--- config.mk ---
export PLATFORM = sky130hd
export DESIGN_NAME = windowed_peak_frame_detector_core
export DESIGN_NICKNAME = d
export VERILOG_FILES = /design/src/hdl/wpfd_pkg.sv /design/src/hdl/wpfd_rem.sv /design/src/hdl/wpfd_track.sv /design/src/hdl/windowed_peak_frame_detector_core.sv
export SDC_FILE = /design/constraint.sdc
export NUM_CORES = 1
export LEC_CHECK = 0
export BUFFER_PORTS_ARGS = -buffer_cell sky130_fd_sc_hd__buf_2
export CAP_MARGIN = 25
export CORE_ASPECT_RATIO = 0.9
export CORE_MARGIN = 5
export CORE_UTILIZATION = 30
export CTS_CLUSTER_DIAMETER = 100
export DETAILED_ROUTE_END_ITERATION = 12
export HOLD_SLACK_MARGIN = 0.12
export PLACE_DENSITY = 0.48
export SYNTH_ARGS = -nofsm -noshare
export SYNTH_HDL_FRONTEND = slang
export SYNTH_HIERARCHICAL = 1
export SYNTH_SLANG_ARGS = --single-unit
--- constraint.sdc ---
create_clock -name clk -period 5.1 [get_ports clk]
set_input_delay 0.51 -clock clk [delete_from_list [all_inputs] [get_ports clk]]
set_output_delay 0.51 -clock clk [all_outputs]
set_load 0.01 [all_outputs]
--- src/hdl/wpfd_pkg.sv ---
// Shared types and constants for the windowed peak frame detector.
// Used by every module under hdl/; depends on nothing else.
package wpfd_pkg;

  // Field widths
  localparam int SCORE_W = 32;
  localparam int CH_W    = 4;
  localparam int CNT_W   = 21;
  localparam int TWIN_W  = CNT_W + 1;
  localparam int OUT_W   = 80;

  // Frequency channels per chip; a chip also ends at the widest 4-bit index
  localparam int CHANNELS = 16;
  localparam logic [CH_W-1:0] POS_LAST =
    (CHANNELS > 16) ? 4'd15 : CH_W'(CHANNELS - 1);

  // Window limits and reset value
  localparam logic [CNT_W-1:0] WIN_MAX   = 21'd1048576;
  localparam logic [CNT_W-1:0] WIN_MIN   = 21'd1;
  localparam logic [CNT_W-1:0] WIN_RESET = 21'd1024;

  // Remainder sweep length, one dividend bit per cycle
  localparam logic [4:0] RED_LAST = 5'(CNT_W - 1);

  // Configuration register indexes
  localparam logic REG_THRESHOLD = 1'b0;
  localparam logic REG_WINDOW    = 1'b1;

  // One detection result
  typedef struct packed {
    logic                frame_active;
    logic                peak_settled;
    logic [SCORE_W-1:0]  peak_score;
    logic [CH_W-1:0]     peak_channel;
    logic [CNT_W-1:0]    chips_since_peak;
    logic [CNT_W-1:0]    chips_since_detect;
  } wpfd_result_t;

  // Status of the count reduction unit
  typedef struct packed {
    logic              busy;
    logic              done;
    logic              big;
    logic [CNT_W-1:0]  rem;
  } wpfd_red_t;

endpackage

--- src/hdl/wpfd_rem.sv ---
// Iterative remainder unit: reduces the detection count modulo twice the window.
// One dividend bit per cycle, restoring form. Depends on wpfd_pkg.
module wpfd_rem
  import wpfd_pkg::*;
(
  input  logic              clk,
  input  logic              rst,
  input  logic              start,
  input  logic [CNT_W-1:0]  dividend,
  input  logic [TWIN_W-1:0] divisor,
  output wpfd_red_t         status
);

  logic              busy;
  logic [4:0]        cnt;
  logic [CNT_W-1:0]  d_sh;
  logic [CNT_W-1:0]  r;
  logic [TWIN_W-1:0] div_q;
  logic              big;

  logic [TWIN_W-1:0] trial;
  logic              ge;
  logic [TWIN_W-1:0] diff;
  logic [CNT_W-1:0]  r_next;
  logic              done;

  // Shift in the next dividend bit and subtract when it fits
  always_comb begin
    trial  = {r, d_sh[CNT_W-1]};
    ge     = trial >= div_q;
    diff   = trial - div_q;
    r_next = ge ? diff[CNT_W-1:0] : trial[CNT_W-1:0];
    done   = busy && (cnt == RED_LAST);
  end

  // Sequence the sweep; a new start restarts it
  always_ff @(posedge clk) begin
    if (rst) begin
      busy <= 1'b0;
      cnt  <= '0;
    end else if (start) begin
      busy <= 1'b1;
      cnt  <= '0;
    end else if (busy) begin
      busy <= !done;
      cnt  <= cnt + 5'd1;
    end
  end

  // Datapath of the sweep
  always_ff @(posedge clk) begin
    if (start) begin
      d_sh  <= dividend;
      r     <= '0;
      div_q <= divisor;
      big   <= {1'b0, dividend} >= divisor;
    end else if (busy) begin
      d_sh <= {d_sh[CNT_W-2:0], 1'b0};
      r    <= r_next;
    end
  end

  assign status = '{busy: busy, done: done, big: big, rem: r_next};

  a_start_busy: assert property (@(posedge clk) disable iff (rst)
    start |=> busy)
    else $error("remainder unit did not start");

  a_hold_busy: assert property (@(posedge clk) disable iff (rst)
    (busy && !done && !start) |=> busy)
    else $error("remainder unit stopped early");

  a_rem_range: assert property (@(posedge clk) disable iff (rst)
    done |-> ({1'b0, r_next} < div_q))
    else $error("remainder not below divisor");

endmodule

--- src/hdl/wpfd_track.sv ---
// Per-chip argmax tracking and the once-per-chip detection rule with its state.
// Depends on wpfd_pkg; the count reload comes from wpfd_rem.
module wpfd_track
  import wpfd_pkg::*;
(
  input  logic               clk,
  input  logic               rst,
  input  logic               fire,
  input  logic [SCORE_W-1:0] score_value,
  input  logic               last_channel,
  input  logic [SCORE_W-1:0] threshold,
  input  logic [CNT_W-1:0]   win,
  input  logic [TWIN_W-1:0]  twin,
  input  wpfd_red_t          red,
  output logic               chip_end,
  output logic [CNT_W-1:0]   detect_count,
  output wpfd_result_t       result
);

  // Chip and detection state
  logic [CH_W-1:0]    channel_pos;
  logic [SCORE_W-1:0] chip_max;
  logic [CH_W-1:0]    chip_argmax;
  logic               frame_seen;
  logic [SCORE_W-1:0] best_score;
  logic [CH_W-1:0]    best_channel;
  logic [CNT_W-1:0]   peak_count;
  // Reduced copy of the count, kept below twice the current window
  logic [CNT_W-1:0]   work_count;
  logic               count_big;

  logic               take_new;
  logic [SCORE_W-1:0] cand_max;
  logic [CH_W-1:0]    cand_arg;
  logic [TWIN_W-1:0]  count;
  logic               reach_twin;
  logic               settled_win;
  logic               relaxed;
  logic               higher;
  logic               over;
  logic               fetch;
  logic [CNT_W-1:0]   count_wrap;
  logic               frame_seen_next;
  logic [SCORE_W-1:0] best_score_next;
  logic [CH_W-1:0]    best_channel_next;
  logic [CNT_W-1:0]   peak_count_next;
  logic [CNT_W-1:0]   detect_count_next;

  // Running argmax, ties kept at the lowest channel
  always_comb begin
    take_new = (channel_pos == '0) || (score_value > chip_max);
    cand_max = take_new ? score_value : chip_max;
    cand_arg = take_new ? channel_pos : chip_argmax;
    chip_end = last_channel || (channel_pos == POS_LAST);
  end

  // Detection rule; the working count stays below twice the window
  always_comb begin
    count       = {1'b0, work_count} + TWIN_W'(1);
    reach_twin  = count == twin;
    settled_win = count_big || (count >= {1'b0, win});
    relaxed     = count_big || reach_twin;
    higher      = best_score < cand_max;
    over        = cand_max > threshold;
    fetch       = !(frame_seen && !relaxed) || (higher && !settled_win && !relaxed);
    count_wrap  = reach_twin ? '0 : count[CNT_W-1:0];

    frame_seen_next   = (frame_seen && !relaxed) || over;
    best_score_next   = fetch ? cand_max : best_score;
    best_channel_next = fetch ? cand_arg : best_channel;
    peak_count_next   = fetch ? count_wrap : peak_count;
    detect_count_next = frame_seen ? count_wrap : '0;

    result.frame_active       = frame_seen_next;
    result.peak_settled       = settled_win && !relaxed && frame_seen;
    result.peak_score         = best_score_next;
    result.peak_channel       = best_channel_next;
    result.chips_since_peak   = peak_count_next;
    result.chips_since_detect = detect_count_next;
  end

  // Advance chip and detection state
  always_ff @(posedge clk) begin
    if (rst) begin
      channel_pos  <= '0;
      chip_max     <= '0;
      chip_argmax  <= '0;
      frame_seen   <= 1'b0;
      best_score   <= '0;
      best_channel <= '0;
      peak_count   <= '0;
      detect_count <= '0;
      work_count   <= '0;
      count_big    <= 1'b0;
    end else if (red.done) begin
      work_count <= red.rem;
      count_big  <= red.big;
    end else if (fire) begin
      if (chip_end) begin
        channel_pos  <= '0;
        chip_max     <= '0;
        chip_argmax  <= '0;
        frame_seen   <= frame_seen_next;
        best_score   <= best_score_next;
        best_channel <= best_channel_next;
        peak_count   <= peak_count_next;
        detect_count <= detect_count_next;
        work_count   <= detect_count_next;
        count_big    <= 1'b0;
      end else begin
        channel_pos <= channel_pos + CH_W'(1);
        chip_max    <= cand_max;
        chip_argmax <= cand_arg;
      end
    end
  end

endmodule

--- src/hdl/windowed_peak_frame_detector_core.sv ---
// Top level of the windowed peak frame detector: stream ports, config registers,
// input and result registers. Depends on wpfd_pkg, wpfd_rem and wpfd_track.
//
// Usage: one 32-bit unsigned score per request on the s_ side, one per frequency
// channel of a chip, with s_tlast on the chip's last channel (a chip also ends
// after the sixteenth channel). Each chip end yields one result request on the
// m_ side; other requests yield nothing.
// Throughput: one request per cycle, set by the single compare-and-update stage,
// while no count reduction or waiting chip end holds s_tready low. A chip-end
// request passes the input register, then the result register, where m_ can take
// it. A write to window_length starts a count reduction (one bit a cycle through
// the remainder unit) during which s_tready stays low. Configuration is written
// through cfg_we / cfg_index / cfg_data; the user must write it only while idle,
// which the block does not enforce. Reset clears all detection state, threshold
// to 0 and window_length to 1024. When m_tready is low, a pending result holds in
// the output register; the input register keeps taking channels that do not end
// a chip, and a chip end waits there until the output register frees.
module windowed_peak_frame_detector_core
  import wpfd_pkg::*;
(
  input  logic               clk,
  input  logic               rst,
  // score input
  input  logic               s_tvalid,
  output logic               s_tready,
  input  logic [31:0]        s_tdata,   // [31:0] score_value
  input  logic               s_tlast,   // last_channel
  // detection result
  output logic               m_tvalid,
  input  logic               m_tready,
  // [0] frame_active, [1] peak_settled, [33:2] peak_score,
  // [37:34] peak_channel, [58:38] chips_since_peak, [79:59] chips_since_detect
  output logic [OUT_W-1:0]   m_tdata,
  // configuration write
  input  logic               cfg_we,
  input  logic               cfg_index,
  input  logic [31:0]        cfg_data
);

  logic [SCORE_W-1:0] detect_threshold;
  logic [CNT_W-1:0]   window_length;
  logic               start_pending;
  logic [CNT_W-1:0]   win;
  logic [TWIN_W-1:0]  twin;

  logic               in_valid;
  logic [SCORE_W-1:0] in_score;
  logic               in_last;
  logic               s2_fire;
  logic               chip_end;
  logic [CNT_W-1:0]   detect_count;
  wpfd_result_t       result;
  wpfd_red_t          red;

  // Configuration registers
  always_ff @(posedge clk) begin
    if (rst) begin
      detect_threshold <= '0;
      window_length    <= WIN_RESET;
      start_pending    <= 1'b0;
    end else begin
      start_pending <= cfg_we && (cfg_index == REG_WINDOW);
      if (cfg_we) begin
        unique case (cfg_index)
          REG_THRESHOLD: detect_threshold <= cfg_data;
          REG_WINDOW:    window_length    <= cfg_data[CNT_W-1:0];
          default:       ;
        endcase
      end
    end
  end

  // Clamp the window into its legal range
  always_comb begin
    priority if (window_length == '0) win = WIN_MIN;
    else if (window_length > WIN_MAX) win = WIN_MAX;
    else win = window_length;
    twin = {win, 1'b0};
  end

  // Handshake: a chip end waits for room in the result register
  assign s2_fire  = in_valid && (!chip_end || !m_tvalid || m_tready);
  assign s_tready = !red.busy && !start_pending && (!in_valid || s2_fire);

  // Input register
  always_ff @(posedge clk) begin
    if (rst) begin
      in_valid <= 1'b0;
    end else if (s_tready) begin
      in_valid <= s_tvalid;
    end else if (s2_fire) begin
      in_valid <= 1'b0;
    end
  end

  always_ff @(posedge clk) begin
    if (s_tvalid && s_tready) begin
      in_score <= s_tdata;
      in_last  <= s_tlast;
    end
  end

  wpfd_rem u_rem (
    .clk      (clk),
    .rst      (rst),
    .start    (start_pending),
    .dividend (detect_count),
    .divisor  (twin),
    .status   (red)
  );

  wpfd_track u_track (
    .clk          (clk),
    .rst          (rst),
    .fire         (s2_fire),
    .score_value  (in_score),
    .last_channel (in_last),
    .threshold    (detect_threshold),
    .win          (win),
    .twin         (twin),
    .red          (red),
    .chip_end     (chip_end),
    .detect_count (detect_count),
    .result       (result)
  );

  // Result register
  always_ff @(posedge clk) begin
    if (rst) begin
      m_tvalid <= 1'b0;
    end else if (s2_fire && chip_end) begin
      m_tvalid <= 1'b1;
    end else if (m_tready) begin
      m_tvalid <= 1'b0;
    end
  end

  always_ff @(posedge clk) begin
    if (s2_fire && chip_end) begin
      m_tdata <= {result.chips_since_detect, result.chips_since_peak,
                  result.peak_channel, result.peak_score,
                  result.peak_settled, result.frame_active};
    end
  end

  a_no_take_reducing: assert property (@(posedge clk) disable iff (rst)
    red.busy |-> !s_tready)
    else $error("request taken during count reduction");

  a_hold_stalled: assert property (@(posedge clk) disable iff (rst)
    (m_tvalid && !m_tready) |=> (m_tvalid && $stable(m_tdata)))
    else $error("result changed while stalled");

  a_settled_detected: assert property (@(posedge clk) disable iff (rst)
    m_tvalid |-> (!m_tdata[1] || m_tdata[0]))
    else $error("peak settled without an active detection");

endmodule
==> summary.txt <==
Power and ir drop
  • NetSw: 2372 uW
  • Seq pwr share: 41.1%
  • Logic pwr share: 18.3%
  • Switching Share: 28.38%
  • Clock power frac: 40.6%
  • Internal power: 5988 uW
  • VDD IR-drop max: 0.0002180 V
  • Pwr dens: 314.2 mW/mm^2
  • Leak pwr: 0.01071 uW

Drt
  • Mean number of vias per cell: 5.054
  • Drt first pass iters: 5
  • Vias: 17713
  • Residual DRC: 0
  • WL final: 68970 um
  • Initial DRC count: 1077
  • Wirelength per Cell: 19.68 um
  • Post-DRT Antenna Nets: 0

Worst setup path
  • Critical Path Max Stage Delay: 0.45 ns
  • Worst path cell trace: ha_4 -> nand4_1 -> nor4_2 -> buf_4 -> nand2_4 -> a22oi_2 -> nand2_2 -> buf_6 -> mux2_4 -> inv_1 -> ha_4 -> nand4_1 -> a211o_4 -> nor3_4 -> a31oi_1 -> nand4_1 -> o21ai_2 -> a21oi_4 -> buf_12 -> buf_8 -> clkbuf_16 -> mux2_4
  • Critical path arrival: 5.35 ns
  • Crit path capture type: flip-flop
  • Critical Path Source Type: flip-flop
  • Max FO, Critical Path: 8
  • Slowest cell on crit path: edfxtp_1
  • WS Path Type: flip-flop to flip-flop
  • Required @ worst endpoint: 5.43 ns
  • CP most frequent cell: nand4_1

Layout
  • Most frequent cells in the layout: dfxtp_1, nand2_1, inv_1, a21oi_1, edfxtp_1
  • Filler cells: 7374
  • Final Cell Area: 0.02661 mm^2
  • Most common cell after layout, fill and taps aside: dfxtp_1
  • # nets final: 2741
  • Share of post-route cells with drive strength above 1: 21.87%
  • Final Util: 36.50%
  • Fin cells: 3505
  • Area delta synth->final: 20.85%

Die
  • Rows: 94
  • Die Y: 267.0 um
  • Die area: 0.07893 mm^2
  • Width of the die: 295.6 um
  • IO Pins: 153
  • Starting Density: 30.20%
  • Placeable Area: 0.07292 mm^2

Logic synthesis
  • Synth async-reset ratio: 0%
  • Synth warnings: 6
  • Synthesized flop and latch total: 381
  • Yosys cell types: 99
  • Register area share after synthesis: 41.77%
  • EDFF count, synth: 157
  • Syn Std Cell Area: 0.02202 mm^2
  • Synthesized instance count: 2278
  • Avg Cell Area, Syn: 9.667 um^2
  • Prevailing post-synth register cell: dfxtp_1

Clock network
  • CTS HTree Levels: 2
  • CTS Buf Count: 44
  • CTS clk-pin slew, worst paths: 0.06 ns
  • Clock Sinks: 381
  • CTS Buffer Depth: 3
  • CTS tree: done
  • CTS Root Cell: clkbuf_16
  • Clk_lat worst skew: 0.59 ns

GRT
  • Overall routing resource usage: 16.82%
  • Congestion Overflow GR: 0
  • Initial antenna violation count: 6
  • Met2 capacity usage during global routing: 28.02%
  • Global routing usage on met3: 2.180%
  • Vias in the first global route: 17582
  • Largest net degree at the start of global routing: 156
  • Met1 Track Usage GR: 23.09%
  • First-pass GRT wire length: 104800 um
  • GRT Max-Usage Layer: met2

STA
  • Max-slew violations: 0
  • Period utilization: 98.49%
  • Final setup viols: 0
  • Max_slew headroom: 39.73%
  • Tmin final: 5.023 ns
  • Slew @ Worst Pin: 0.8813 ns
  • Clock skew: 0.02909 ns
  • Final setup TNS: 0 ns
  • Fin. Hold Viols: 0
  • RSZ-0062 raised after global routing: true
  • Max Fclk: 199.1 MHz

Hold path
  • Hold crit path type: primary input to flip-flop

Placement
  • Port Buffer Count: 152
  • Final Wtd Congestion: 0.8987
  • Placed Cells: 3378
  • Cell Area, Placed: 0.02425 mm^2
  • Post-DP HPWL: 50380 um

Outcome
  • Status: finished clean

Job
  • MaxCap Viol Count: 0
==> cell families (layout without fill, tap and decap cells) <==
group           count (synthesis)  count (layout)  synth area share (%)
simple gates                  745             745                 17.58
compound gates                416             416                 12.45
flops                         381             381                 41.77
buf+inv                       334             596                 6.886
mux                           178             178                 9.346
fa+ha+maj                     164             164                 9.340
xor+xnor                       59              59                 2.602
other cells                     1               6               0.01703
==> area by class of cell <==
| cell class | instances | area, um^2 | area share, % |
|---|---|---|---|
| Antenna cell | 3 | 7.507 | 0.02821 |
| Multi-Input combinational cell | 1565 | 11600 | 43.60 |
| Tap cell | 960 | 1201 | 4.513 |
| Timing Repair Buffer | 318 | 2313 | 8.693 |
| Clock buffer | 60 | 1252 | 4.706 |
| Sequential cell | 381 | 9201 | 34.57 |
| Inverter | 197 | 742.0 | 2.788 |
| Clock inverter | 21 | 292.8 | 1.100 |
==> path summary, 6_finish.rpt <==
check                       startpoint                   end  slack [ns]  cells after the start
setup reg to reg          in_score[11]           m_tdata[42]        0.08                     22
hold / removal             s_tdata[29]          in_score[29]        0.14                      1
hold reg to reg   detect_threshold[23]  detect_threshold[23]        0.46                      2
setup / recovery          in_score[11]           m_tdata[42]        0.08                     22
==> repair_timing <==
action,4_1_cts,5_1_grt
gates resized for setup,13,48
setup buffers,3,8
cloned,1,3
endpoints found under the setup margin,60,114
hold buffers,31,0
pin swaps,20,24
endpoints found under the hold margin,31,0
==> state kept, by name (all words and copies together) (netlist names), 4 cells and up <==
| signal | count |
|---|---|
| detect_threshold | 32 |
| in_score | 32 |
| m_tdata | 80 |
| u_rem/cnt | 5 |
| u_rem/d_sh | 21 |
| u_rem/div_q | 22 |
| u_rem/r | 21 |
| u_track/best_channel | 4 |
| u_track/best_score | 32 |
| u_track/channel_pos | 4 |
| u_track/chip_argmax | 4 |
| u_track/chip_max | 32 |
| u_track/detect_count | 21 |
| u_track/peak_count | 21 |
| u_track/work_count | 21 |
| window_length | 21 |
==> worst max-delay path: cells and delay by family (launching register included) <==
kind                     cells  cell delay, ns
AO/OA/AOI/OAI                5            1.05
adder cells (fa/ha/maj)      2            0.44
buffers and inverters        6            0.89
flip-flops                   1            0.45
multiplexers                 2            0.61
AND/OR/NAND/NOR              7            1.30
==> per-layer routing <==
metal	routed length (um)	up-vias
met5	0	-
met4	1627	0
met3	2976	87
met2	32400	395
met1	31970	8655
li1	-	8576
==> Yosys cell counts (all sizes together), types with 4 or more instances <==
cell     number  share of area [%]
a2111oi       4               0.33
a211o         8               0.33
a211oi       14               0.48
a21o         19               0.65
a21oi       166                3.8
a221oi        5               0.20
a22oi        57                2.0
a311oi       16               0.64
a31oi         7               0.20
a32oi         6               0.24
and2          6               0.18
and3         17               0.53
and4          6               0.24
buf          57                2.2
clkbuf       80                1.4
dfxtp       224                 20
edfxtp      157                 21
ha          162                9.2
inv         197                3.4
mux2        134                7.3
mux2i        44                2.0
nand2       204                3.5
nand2b       86                2.4
nand3        52                1.4
nand4        38                1.1
nor2        135                2.3
nor2b        56                1.6
nor3         73                1.7
nor3b         5               0.17
nor4         23               0.72
o2111ai       7               0.28
o211ai       10               0.36
o21a          8               0.27
o21ai        51                1.2
or2           5               0.14
or4          24               0.82
xnor2        37                1.5
xor2         18               0.72
==> through the flow <==
stage / power [uW] / hold WS [ns] / setup slack (ns)
floorplan: 4485 / 0.4363 / 0.01218
global placement: 4944 / 0.4459 / -0.1075
detailed placement: 4959 / 0.4473 / -0.1697
CTS: 8429 / 0.1214 / 0.01584
global route: 8756 / 0.1242 / -0.1106
finish: 8360 / 0.1431 / 0.07698
==> power groups by stage <==
stage          sequential (uW)  clock, uW  combinational (uW)
2_1_floorplan             3470          0                1010
3_3_place_gp              3500          0                1450
3_5_place_dp              3500          0                1460
4_1_cts                   3440       3500                1490
5_1_grt                   3460       3610                1690
6_report                  3440       3390                1530
Note: power is estimated with default switching activity, not from simulation.
